File: src/rtl/uvs_pkg.sv
// shared types, constants and sine table math for the uv sphere quad vertex block
package uvs_pkg;

  localparam int INDEX_BITS_DEF = 10;
  localparam int SINE_DEPTH_DEF = 1024;

  localparam int PHASE_W      = 16;
  localparam int QUARTER_BITS = 14;
  localparam int SINE_W       = 15;
  localparam int COORD_W      = 17;
  localparam int CFG_W        = 16;
  localparam int CFG_IDX_W    = 2;
  localparam int LANES        = 4;

  localparam logic [PHASE_W-1:0] QUARTER_TURN = 16'h4000;

  localparam logic [CFG_IDX_W-1:0] CFG_RADIUS        = 2'd0;
  localparam logic [CFG_IDX_W-1:0] CFG_AZIMUTH_STEP  = 2'd1;
  localparam logic [CFG_IDX_W-1:0] CFG_POLAR_STEP    = 2'd2;

  localparam logic [CFG_W-1:0] RADIUS_RST       = 16'd256;
  localparam logic [CFG_W-1:0] AZIMUTH_STEP_RST = 16'd16384;
  localparam logic [CFG_W-1:0] POLAR_STEP_RST   = 16'd16384;

  localparam logic [1:0] CORNER_A = 2'd0;
  localparam logic [1:0] CORNER_B = 2'd1;
  localparam logic [1:0] CORNER_C = 2'd2;
  localparam logic [1:0] CORNER_D = 2'd3;

  localparam int SEQ_W = 3;
  localparam logic [SEQ_W-1:0] SEQ_A0 = 3'd0;
  localparam logic [SEQ_W-1:0] SEQ_B  = 3'd1;
  localparam logic [SEQ_W-1:0] SEQ_C0 = 3'd2;
  localparam logic [SEQ_W-1:0] SEQ_A1 = 3'd3;
  localparam logic [SEQ_W-1:0] SEQ_C1 = 3'd4;
  localparam logic [SEQ_W-1:0] SEQ_D  = 3'd5;

  // rom lanes
  localparam int LANE_SB = 0;
  localparam int LANE_CB = 1;
  localparam int LANE_SA = 2;
  localparam int LANE_CA = 3;

  localparam logic [63:0] PI_HALF_Q30 = 64'd1686629713;

  typedef struct packed {
    logic       valid;
    logic [1:0] corner;
    logic       last;
  } vtx_tag_t;

  // q30 taylor series of sin(x), rounded to unsigned q0.15 (full scale 32767)
  function automatic logic [SINE_W-1:0] sine_from_x(input logic [63:0] x);
    logic [63:0] x2;
    logic [63:0] term;
    logic [63:0] sum;
    logic [63:0] r;
    x2   = (x * x) >> 30;
    term = x;
    sum  = x;
    for (int n = 1; n <= 8; n++) begin
      term = (term * x2) >> 30;
      case (n)
        1:       term = term / 64'd6;
        2:       term = term / 64'd20;
        3:       term = term / 64'd42;
        4:       term = term / 64'd72;
        5:       term = term / 64'd110;
        6:       term = term / 64'd156;
        7:       term = term / 64'd210;
        default: term = term / 64'd272;
      endcase
      if (n[0]) begin
        sum = sum - term;
      end else begin
        sum = sum + term;
      end
    end
    r = (sum * 64'd32767 + 64'd536870912) >> 30;
    if (r > 64'd32767) begin
      r = 64'd32767;
    end
    return r[SINE_W-1:0];
  endfunction

endpackage

File: src/rtl/uvs_seq.sv
// quad sequencer: holds one request and issues its six corner indices
module uvs_seq #(
  parameter int INDEX_BITS = uvs_pkg::INDEX_BITS_DEF
) (
  input  logic                   clk,
  input  logic                   rst_n,
  input  logic                   adv,
  input  logic                   in_valid,
  output logic                   in_ready,
  input  logic [INDEX_BITS-1:0]  in_stack_index,
  input  logic [INDEX_BITS-1:0]  in_slice_index,
  output uvs_pkg::vtx_tag_t      tag_o,
  output logic [INDEX_BITS:0]    p_o,
  output logic [INDEX_BITS:0]    q_o
);

  logic                          busy_r;
  logic [uvs_pkg::SEQ_W-1:0]     cnt_r;
  logic [INDEX_BITS-1:0]         i_r;
  logic [INDEX_BITS-1:0]         j_r;
  uvs_pkg::vtx_tag_t             tag_r;
  logic [INDEX_BITS:0]           p_r;
  logic [INDEX_BITS:0]           q_r;

  logic       dp;
  logic       dq;
  logic [1:0] corner;
  logic       last;
  logic       last_emit;
  logic       accept;

  always_comb begin
    unique case (cnt_r)
      uvs_pkg::SEQ_A0: begin dp = 1'b0; dq = 1'b0; corner = uvs_pkg::CORNER_A; last = 1'b0; end
      uvs_pkg::SEQ_B:  begin dp = 1'b0; dq = 1'b1; corner = uvs_pkg::CORNER_B; last = 1'b0; end
      uvs_pkg::SEQ_C0: begin dp = 1'b1; dq = 1'b1; corner = uvs_pkg::CORNER_C; last = 1'b0; end
      uvs_pkg::SEQ_A1: begin dp = 1'b0; dq = 1'b0; corner = uvs_pkg::CORNER_A; last = 1'b0; end
      uvs_pkg::SEQ_C1: begin dp = 1'b1; dq = 1'b1; corner = uvs_pkg::CORNER_C; last = 1'b0; end
      uvs_pkg::SEQ_D:  begin dp = 1'b1; dq = 1'b0; corner = uvs_pkg::CORNER_D; last = 1'b1; end
      default:         begin dp = 1'b0; dq = 1'b0; corner = uvs_pkg::CORNER_A; last = 1'b0; end
    endcase
  end

  assign last_emit = (cnt_r == uvs_pkg::SEQ_D);
  assign in_ready  = !busy_r || (last_emit && adv);
  assign accept    = in_valid && in_ready;

  always_ff @(posedge clk) begin
    if (!rst_n) begin
      busy_r <= 1'b0;
      cnt_r  <= uvs_pkg::SEQ_A0;
      tag_r  <= '0;
    end else begin
      if (accept) begin
        busy_r <= 1'b1;
        cnt_r  <= uvs_pkg::SEQ_A0;
      end else if (busy_r && adv) begin
        if (last_emit) begin
          busy_r <= 1'b0;
          cnt_r  <= uvs_pkg::SEQ_A0;
        end else begin
          cnt_r <= cnt_r + 1'b1;
        end
      end
      if (adv) begin
        tag_r.valid  <= busy_r;
        tag_r.corner <= corner;
        tag_r.last   <= last;
      end
    end
  end

  always_ff @(posedge clk) begin
    if (accept) begin
      i_r <= in_stack_index;
      j_r <= in_slice_index;
    end
    if (adv) begin
      p_r <= {1'b0, i_r} + (INDEX_BITS + 1)'(dp);
      q_r <= {1'b0, j_r} + (INDEX_BITS + 1)'(dq);
    end
  end

  assign tag_o = tag_r;
  assign p_o   = p_r;
  assign q_o   = q_r;

endmodule

File: config.mk
export PLATFORM = sky130hd
export DESIGN_NAME = uvs_seq
export DESIGN_NICKNAME = d
export VERILOG_FILES = /design/src/rtl/uvs_pkg.sv /design/src/rtl/uvs_seq.sv
export SDC_FILE = /design/constraint.sdc
export NUM_CORES = 1
export LEC_CHECK = 0
export BUFFER_PORTS_ARGS = -buffer_cell sky130_fd_sc_hd__buf_2
export CORE_MARGIN = 2
export CORE_UTILIZATION = 40
export CTS_CLUSTER_DIAMETER = 100
export DETAILED_ROUTE_END_ITERATION = 10
export PLACE_DENSITY = 0.72
export REMOVE_ABC_BUFFERS = 1
export SYNTH_ARGS = -nofsm -noshare
export SYNTH_HDL_FRONTEND = slang
export SYNTH_SLANG_ARGS = --single-unit
export TNS_END_PERCENT = 100
File: constraint.sdc
create_clock -name clk -period 2.46 [get_ports clk]
set_input_delay 0.123 -clock clk [delete_from_list [all_inputs] [get_ports clk]]
set_output_delay 0.123 -clock clk [all_outputs]
set_load 0.01 [all_outputs]
==> results.ini <==
[pwr]
p_seq_share_pct = 59.6
ir_worst_vdd_v = 0.000256
p_sw_w = 0.000331
swShare_pct = 19.9
internal-power_w = 0.00133
p_clk_share_pct = 33.1
combPwrFrac_pct = 7.3
powerDensity_nw_per_um2 = 658
p_leak_nw = 0.976

[sta]
fin_setup_tns_ns = 0
rsz0062_at_grt = no
finalHoldViolCount = 0
setup_slack_ns = 0.578
tightest_slew_ns = 0.572
relSlewSlack_pct = 61.8
clock_skew_ns = 0.00644
period_share_pct = 76.5
period_needed_ns = 1.88
setup_viol = 0
drv_slew = 0
fmax_ghz = 0.531

[cts]
numCtsBuffers = 5
cts_hold_buf = 11
ctsResizeCount = 0
worstSkewPairLatency_ns = 0.30
cts_setup_buffers = 0
cts_tree = yes
htree_num_levels = 2
clk_pin_slew_ns = 0.08
clockBufferDepth = 2
clockRootBuffer = clkbuf_8
cts.sinks = 50

[logic_synthesis]
yosys.area.top_type = edfxtp_1
yosysSeqAreaShare_pct = 72.4
avgSynthCellArea_um2 = 15.1
synth_common_cells = 42 x edfxtp_1, 14 x nand2_1, 10 x xnor2_1, 8 x dfxtp_1, 8 x xor2_1
synth_top_area_share_pct = 64.3
synthFlopType = edfxtp_1
synth-async-reset-ratio_pct = 0
synth_edf_count = 42
ys_ff_latch = 50
yosys-top-cells-area = edfxtp_1 64%, dfxtp_1 8.2%, xnor2_1 4.5%
synth_cell_types = 30
synth_most_common_cell = edfxtp_1
synth_area_um2 = 1960
yosys_warnings = 0
netlist_instances = 130

[finish]
fillCellCount = 404
multiInputGateArea_um2 = 520
drive_above_1_share_pct = 30.5
diodes = 0
final_nets = 227
final_core_util_pct = 53.5
area_delta_synth_final_pct = 28.8
regArea_um2 = 1420
fin_cells = 267

[die]
num_io_pins = 51
die_height_um = 74.0
die_w_um = 74.0
start_util_pct = 41.5
rows = 25
die-area_um2 = 5480
core_area_um2 = 4720

[route]
routed_wl_mm = 3.22
drtPass1Iterations = 4
via_per_inst = 4.51
drtIter0Drc = 55
ant_nets = 0
wl_per_cell_um = 12.1
vias = 1204
drcViolationCount = 0

[placed_design]
io_buffers = 50
dp_cells = 246
place_congestion = 0.780
dp_hpwl_mm = 2.27
dpl_worst_slack_ns = 0.559

[worst_setup_path]
crit_required_ns = 2.51
worstSetupEndpointType = flop
crit_arrival_ns = 1.93
reg2reg_setup_slack_ns = 0.58
path_cells = xnor2_1 -> o21ai_0 -> ha_1 -> ha_1 -> nand2_1 -> nor3_1 -> xor2_1
worstSetupStartpointType = flop
critPathTopFamily = adder cells
path_buf_inv = 0
cp_common_cell = ha_1
path_class = reg2reg
critPathSlowestCell = dfxtp_1
max_stage_delay_ns = 0.47
worstPathMaxFanout = 7

[grt]
first_global_vias = 1124
grt_usage_pct = 12.2
gr-total-overflow = 0
grt_max_degree = 29
antenna_found_initial = 0
grt_pass1_wl_mm = 4.87

[worst_hold_path]
hold_class = in2reg

[status]
status = completed

[job]
maxCapViolCount = 0

==> final cells by class <==
type                            instances  share of cell area [%]
Multi-Input combinational cell         76                    20.6
Timing Repair Buffer                   64                    15.3
Clock buffer                            7                    3.02
Clock inverter                          1                    1.19
Sequential cell                        50                    56.2
Tap cell                               67                    3.32
Inverter                                2                   0.297
==> flip-flops by register name, indices dropped and copies added, names as in the netlist <==
name and cells:
busy_r 1, cnt_r 3, i_r 10, j_r 10
p_o 11, q_o 11, tag_o 4
==> power groups by stage <==
stage	Combinational [W]	Clock, W	Sequential (W)
3_5_place_dp	0.000106	0	0.00101
2_1_floorplan	0.0000351	0	0.00102
3_3_place_gp	0.000105	0	0.00101
6_report	0.000121	0.000551	0.000991
5_1_grt	0.000134	0.000590	0.000997
4_1_cts	0.000120	0.000564	0.000991
==> cells by family (layout without fill, tap and decap cells) <==
kind of cell,count (synthesis),count (layout),synth area share [%]
AND/OR/NAND/NOR,44,44,11.8
AO/OA/AOI/OAI,9,9,3.63
flip-flops,50,50,72.4
XOR/XNOR,18,18,8.04
adder cells (fa/ha/maj),4,4,2.55
buffers and inverters,4,74,1.02
multiplexers,1,1,0.510
==> worst paths after layout <==
check / cells past startpoint / endpoint / start
setup / recovery: 7 / q_o[8] / cnt_r[0]
hold / removal: 1 / i_r[3] / in_stack_index[3]
setup reg to reg: 7 / q_o[8] / cnt_r[0]
hold reg to reg: 2 / tag_o[0] / tag_o[0]
==> through the flow <==
| stage | area, µm² | total power (W) | hold slack [ns] |
|---|---|---|---|
| detailed placement | 2290 | 0.00112 | 0.302 |
| finish | 2530 | 0.00166 | 0.00902 |
| CTS | 2510 | 0.00168 | 0.000119 |
| global route | 2530 | 0.00172 | 0.00182 |
| global placement | 2290 | 0.00111 | 0.301 |
| floorplan | 1950 | 0.00106 | 0.222 |
==> layout by cell type (no fill, tap or decap), types with 2 or more instances in the layout <==
master         instances
xnor2_1               10
inv_1                  2
clkbuf_1               2
nor2_1                 4
and4_1                 2
dfxtp_1                8
nand4_1                4
buf_2                 50
clkbuf_8               5
ha_1                   4
xor2_1                 8
dlygate4sd3_1         13
a21oi_1                2
a21boi_0               2
nand3_1                6
edfxtp_1              42
and3_1                 2
nand2_1               14
nor3_1                 5
==> metal layers <==
layer | vias to the layer above | GRT usage, % | routed length [µm]
met1 | 540 | 12.4 | 1330
met3 | 12 | 3.52 | 143
met2 | 35 | 21.2 | 1620
met5 | - | 0 | 0
li1 | 617 | - | -
met4 | 0 | 9.09 | 129
No activity file was read; power rests on OpenSTA's default activity.
