File: config.mk
export PLATFORM = sky130hd
export DESIGN_NAME = uvs_phase
export DESIGN_NICKNAME = d
export VERILOG_FILES = /design/src/rtl/uvs_pkg.sv /design/src/rtl/uvs_phase.sv
export SDC_FILE = /design/constraint.sdc
export NUM_CORES = 1
export LEC_CHECK = 0
export ABC_AREA = 1
export ABC_CLOCK_PERIOD_IN_PS = 6200
export BUFFER_PORTS_ARGS = -buffer_cell sky130_fd_sc_hd__buf_2
export CORE_MARGIN = 3
export CORE_UTILIZATION = 25
export DETAILED_ROUTE_END_ITERATION = 8
export HOLD_SLACK_MARGIN = 0.02
export PLACE_DENSITY = 0.51
export SLEW_MARGIN = 20
export SYNTH_ARGS = -nofsm -noshare
export SYNTH_HDL_FRONTEND = slang
export SYNTH_SLANG_ARGS = --single-unit
File: constraint.sdc
create_clock -name clk -period 6.2 [get_ports clk]
set_input_delay 0.62 -clock clk [delete_from_list [all_inputs] [get_ports clk]]
set_output_delay 0.62 -clock clk [all_outputs]
set_load 0.01 [all_outputs]
File: src/rtl/uvs_pkg.sv
// shared types, constants and sine table math for the uv sphere quad vertex block
package uvs_pkg;

  localparam int INDEX_BITS_DEF = 10;
  localparam int SINE_DEPTH_DEF = 1024;

  localparam int PHASE_W      = 16;
  localparam int QUARTER_BITS = 14;
  localparam int SINE_W       = 15;
  localparam int COORD_W      = 17;
  localparam int CFG_W        = 16;
  localparam int CFG_IDX_W    = 2;
  localparam int LANES        = 4;

  localparam logic [PHASE_W-1:0] QUARTER_TURN = 16'h4000;

  localparam logic [CFG_IDX_W-1:0] CFG_RADIUS        = 2'd0;
  localparam logic [CFG_IDX_W-1:0] CFG_AZIMUTH_STEP  = 2'd1;
  localparam logic [CFG_IDX_W-1:0] CFG_POLAR_STEP    = 2'd2;

  localparam logic [CFG_W-1:0] RADIUS_RST       = 16'd256;
  localparam logic [CFG_W-1:0] AZIMUTH_STEP_RST = 16'd16384;
  localparam logic [CFG_W-1:0] POLAR_STEP_RST   = 16'd16384;

  localparam logic [1:0] CORNER_A = 2'd0;
  localparam logic [1:0] CORNER_B = 2'd1;
  localparam logic [1:0] CORNER_C = 2'd2;
  localparam logic [1:0] CORNER_D = 2'd3;

  localparam int SEQ_W = 3;
  localparam logic [SEQ_W-1:0] SEQ_A0 = 3'd0;
  localparam logic [SEQ_W-1:0] SEQ_B  = 3'd1;
  localparam logic [SEQ_W-1:0] SEQ_C0 = 3'd2;
  localparam logic [SEQ_W-1:0] SEQ_A1 = 3'd3;
  localparam logic [SEQ_W-1:0] SEQ_C1 = 3'd4;
  localparam logic [SEQ_W-1:0] SEQ_D  = 3'd5;

  // rom lanes
  localparam int LANE_SB = 0;
  localparam int LANE_CB = 1;
  localparam int LANE_SA = 2;
  localparam int LANE_CA = 3;

  localparam logic [63:0] PI_HALF_Q30 = 64'd1686629713;

  typedef struct packed {
    logic       valid;
    logic [1:0] corner;
    logic       last;
  } vtx_tag_t;

  // q30 taylor series of sin(x), rounded to unsigned q0.15 (full scale 32767)
  function automatic logic [SINE_W-1:0] sine_from_x(input logic [63:0] x);
    logic [63:0] x2;
    logic [63:0] term;
    logic [63:0] sum;
    logic [63:0] r;
    x2   = (x * x) >> 30;
    term = x;
    sum  = x;
    for (int n = 1; n <= 8; n++) begin
      term = (term * x2) >> 30;
      case (n)
        1:       term = term / 64'd6;
        2:       term = term / 64'd20;
        3:       term = term / 64'd42;
        4:       term = term / 64'd72;
        5:       term = term / 64'd110;
        6:       term = term / 64'd156;
        7:       term = term / 64'd210;
        default: term = term / 64'd272;
      endcase
      if (n[0]) begin
        sum = sum - term;
      end else begin
        sum = sum + term;
      end
    end
    r = (sum * 64'd32767 + 64'd536870912) >> 30;
    if (r > 64'd32767) begin
      r = 64'd32767;
    end
    return r[SINE_W-1:0];
  endfunction

endpackage

File: src/rtl/uvs_phase.sv
// phase multiply and quarter-wave table addressing
module uvs_phase #(
  parameter int INDEX_BITS       = uvs_pkg::INDEX_BITS_DEF,
  parameter int SINE_TABLE_DEPTH = uvs_pkg::SINE_DEPTH_DEF,
  localparam int ADDR_W          = $clog2(SINE_TABLE_DEPTH + 1)
) (
  input  logic                                        clk,
  input  logic                                        rst_n,
  input  logic                                        adv,
  input  uvs_pkg::vtx_tag_t                           tag_i,
  input  logic [INDEX_BITS:0]                         p_i,
  input  logic [INDEX_BITS:0]                         q_i,
  input  logic [uvs_pkg::CFG_W-1:0]                   azimuth_step,
  input  logic [uvs_pkg::CFG_W-1:0]                   polar_step,
  output uvs_pkg::vtx_tag_t                           tag_o,
  output logic [uvs_pkg::LANES-1:0][ADDR_W-1:0]       addr_o,
  output logic [uvs_pkg::LANES-1:0]                   neg_o
);

  localparam int KPROD_W = uvs_pkg::QUARTER_BITS + ADDR_W;

  typedef struct packed {
    logic              neg;
    logic [ADDR_W-1:0] idx;
  } rom_addr_t;

  function automatic rom_addr_t quarter_addr(input logic [uvs_pkg::PHASE_W-1:0] ph);
    logic [KPROD_W-1:0] prod;
    logic [ADDR_W-1:0]  k;
    rom_addr_t          a;
    prod  = KPROD_W'(ph[uvs_pkg::QUARTER_BITS-1:0]) * KPROD_W'(SINE_TABLE_DEPTH);
    k     = prod[uvs_pkg::QUARTER_BITS +: ADDR_W];
    a.idx = ph[uvs_pkg::QUARTER_BITS] ? ADDR_W'(SINE_TABLE_DEPTH) - k : k;
    a.neg = ph[uvs_pkg::QUARTER_BITS + 1];
    return a;
  endfunction

  logic [INDEX_BITS+uvs_pkg::PHASE_W:0]     pol_prod;
  logic [INDEX_BITS+uvs_pkg::PHASE_W:0]     azi_prod;
  uvs_pkg::vtx_tag_t                        tag1_r;
  logic [uvs_pkg::PHASE_W-1:0]              pol1_r;
  logic [uvs_pkg::PHASE_W-1:0]              azi1_r;
  uvs_pkg::vtx_tag_t                        tag2_r;
  logic [uvs_pkg::LANES-1:0][ADDR_W-1:0]    addr2_r;
  logic [uvs_pkg::LANES-1:0]                neg2_r;
  rom_addr_t [uvs_pkg::LANES-1:0]           lane_addr;

  assign pol_prod = p_i * polar_step;
  assign azi_prod = q_i * azimuth_step;

  always_comb begin
    lane_addr[uvs_pkg::LANE_SB] = quarter_addr(pol1_r);
    lane_addr[uvs_pkg::LANE_CB] = quarter_addr(pol1_r + uvs_pkg::QUARTER_TURN);
    lane_addr[uvs_pkg::LANE_SA] = quarter_addr(azi1_r);
    lane_addr[uvs_pkg::LANE_CA] = quarter_addr(azi1_r + uvs_pkg::QUARTER_TURN);
  end

  always_ff @(posedge clk) begin
    if (!rst_n) begin
      tag1_r <= '0;
      tag2_r <= '0;
    end else if (adv) begin
      tag1_r <= tag_i;
      tag2_r <= tag1_r;
    end
  end

  always_ff @(posedge clk) begin
    if (adv) begin
      pol1_r <= pol_prod[uvs_pkg::PHASE_W-1:0];
      azi1_r <= azi_prod[uvs_pkg::PHASE_W-1:0];
      for (int l = 0; l < uvs_pkg::LANES; l++) begin
        addr2_r[l] <= lane_addr[l].idx;
        neg2_r[l]  <= lane_addr[l].neg;
      end
    end
  end

  assign tag_o  = tag2_r;
  assign addr_o = addr2_r;
  assign neg_o  = neg2_r;

endmodule

==> summary.txt <==
Run
  – Max_cap viols: 0

Routing
  – WL/cell: 12.3 um
  – DRC: 0
  – Vias: 7972
  – Initial DRC Count: 252
  – Drt via density: 4.19
  – Drt total wl: 23.5 mm
  – First-pass iteration count of the detailed router: 4
  – ANT nets after route: 0

Placement
  – DP Cell Count: 1886
  – Dpl ws: 1040 ps
  – Placement Cell Area: 11500 um^2
  – Final HPWL DP: 19.5 mm
  – GP Congestion: 0.806
  – I/O Buffers: 112

Pwr
  – P per Cell Area: 430 nW/um^2
  – Leakage power total: 6.41 nW
  – Overall power: 5.06 mW
  – Worst vdd ir: 0.000227 V

Die
  – Row count: 74
  – Overall die width: 211 um
  – Initial Util: 25.5%
  – I/O Pins: 113
  – Core footprint: 41100 um^2
  – Die H: 211 um
  – Die area: 44400 um^2

Layout
  – Nets: 1638
  – Sequential Area: 2260 um^2
  – Multi-input logic area: 6660 um^2
  – Final Non-Filler Cells: 1902
  – Fin area: 11800 um^2
  – Layout cell share with drive strength beyond 1: 11.7%
  – Diode count: 0
  – Core Util, Final: 28.6%
  – Final-layout fill cell count: 4508
  – Area Overhead vs Synth: 12.4%

Logic synthesis
  – Mapped Area: 10500 um^2
  – Register bit total from synthesis: 78
  – Synth cell count leaders: 361 x nand2_1, 341 x inv_1, 150 x fa_1
  – Synth top area share: 28.7%
  – Main area contributors after synthesis: fa_1 29%, edfxtp_1 20%, nand2_1 13%
  – Mapped Avg Cell Area: 8.12 um^2
  – Seq/Total Area, Yosys: 21.6%
  – Syn. warnings: 0
  – Area leader, netlist: fa_1
  – Synth unique cells: 39
  – Synth Flop Type: edfxtp_1
  – Cells after Synth: 1289
  – Post-Syn Nets: 1562
  – Post-synth ARST share: 0%
  – Number of synthesized flops with an enable pin: 70
  – Most common cell in the netlist: nand2_1

Worst setup path
  – CP required: 6290 ps
  – Worst Path Arrival: 4870 ps
  – Startpoint Class: input port
  – CP endpoint kind: flop
  – WS Path Type: in -> reg
  – CP Max Fanout: 12
  – R2R setup slack: 4350 ps

Global routing
  – Number of global-route vias before repair: 8307
  – Pin count of the biggest net entering global routing: 79
  – GRT Util Overall: 11.1%
  – First-pass GRT wire length: 40.5 mm
  – Initial antenna violation count: 0
  – Gr ovfl total: 0

CTS
  – Clk buf depth: 2
  – CTS Sinks: 78
  – Latest clock arrival within the worst-skew pair: 340 ps
  – Clock transition at the registers of the reported paths: 60 ps
  – Setup Fix Bufs, Post-CTS: 0
  – Inserted Clock Buffers: 9
  – H-Tree Depth: 3
  – CTS tree: built
  – CTS resizes: 0
  – Hold Buf Count CTS: 0
  – Root Buffer: clkbuf_16

STA
  – Clock Skew: 7.70 ps
  – Hold Slack: 453 ps
  – F_max: 209 MHz
  – Relative slew margins: 36.4%
  – Final Max Slew Viols: 0
  – Setup violators final: 0
  – Final Hold Vio Count: 0
  – TNS Setup: 0 ps
  – Least-Margin Pin Slew: 954 ps
  – RSZ-0062 raised after global routing: false
  – Fin crit share: 77.0%
  – Final worst path period need: 4780 ps
  – Worst Slack Setup Final: 1420 ps

Min path
  – Hold Path Class: reg -> reg

Run status
  – Status: finished clean
[worst paths after layout]
check | from | end | cells after the start
setup / recovery | polar_step[5] | pol1_r[15]$_DFFE_PP_ | 18
hold / removal | pol1_r[4]$_DFFE_PP_ | addr_o[0]$_DFFE_PP_ | 0
setup reg to reg | azi1_r[14]$_DFFE_PP_ | addr_o[41]$_DFFE_PP_ | 3
hold reg to reg | pol1_r[4]$_DFFE_PP_ | addr_o[0]$_DFFE_PP_ | 0
[logic make-up after synthesis]
kind of cell | Yosys count | share of synthesized area (%)
and+or+nand+nor | 473 | 19.0
buffers and inverters | 393 | 14.8
adders and majority gates | 212 | 36.1
AOI/OAI and AO/OA | 87 | 4.64
DFF | 78 | 21.6
xor gates and xnor gates | 46 | 3.85
[flip-flops by register name, indices dropped and copies added (netlist names)]
signal	count
tag1_r	4
neg_o	4
addr_o	42
tag_o	4
pol1_r	12
azi1_r	12
[critical path: stages]
cell	delay [ps]
buf_2	240
nand2_1	120
fa_1	540
inv_1	50
fa_1	470
fa_1	550
fa_1	560
inv_1	60
fa_1	530
inv_1	50
ha_1	380
nand4_1	130
inv_1	50
nand2_1	70
o211ai_1	90
a31oi_1	190
nand3b_1	130
nand2_1	50
[metal layers]
| layer | up-vias | track usage, % | part of all wire [%] |
|---|---|---|---|
| met3 | 8 | 1.22 | 2.4 |
| met5 | - | 0 | 0 |
| met4 | 0 | 1.64 | 0.54 |
| met1 | 3917 | 13.7 | 44 |
| met2 | 102 | 21.1 | 53 |
| li1 | 3945 | - | - |
[cell usage in the layout, fill, tap and decap left out, drive strengths merged]
cell and count:
nand3b 6, bufinv 2, inv 344, xnor2 20, a21oi 23, buf 113
clkinv 5, nand2 373, nand4 5, dfxtp 8, a21o 3, nor2 35
clkinvlp 1, edfxtp 70, o21bai 1, xor2 26, o211ai 1, ha 62
clkbuf 9, fa 150, a221oi 1, a31oi 2, nor3 12, o21ai 53
nand3 41, nor3b 1, a21boi 1, o31ai 2
[final cells by class]
class	count	area share, %
well taps	532	5.65
clock inverters	7	0.808
inverters	345	11.0
clock buffers	9	1.91
repair buffers	113	4.83
flip-flops and latches	78	19.2
multi-input cells	818	56.6
[report_power, final]
group	total, mW	internal, mW	leakage, nW	switching [mW]
Sequential	1.16	0.994	0.760	0.161
Clock	0.560	0.353	0.156	0.207
Combinational	3.35	1.33	5.49	2.01
No activity file was read; power rests on OpenSTA's default activity.
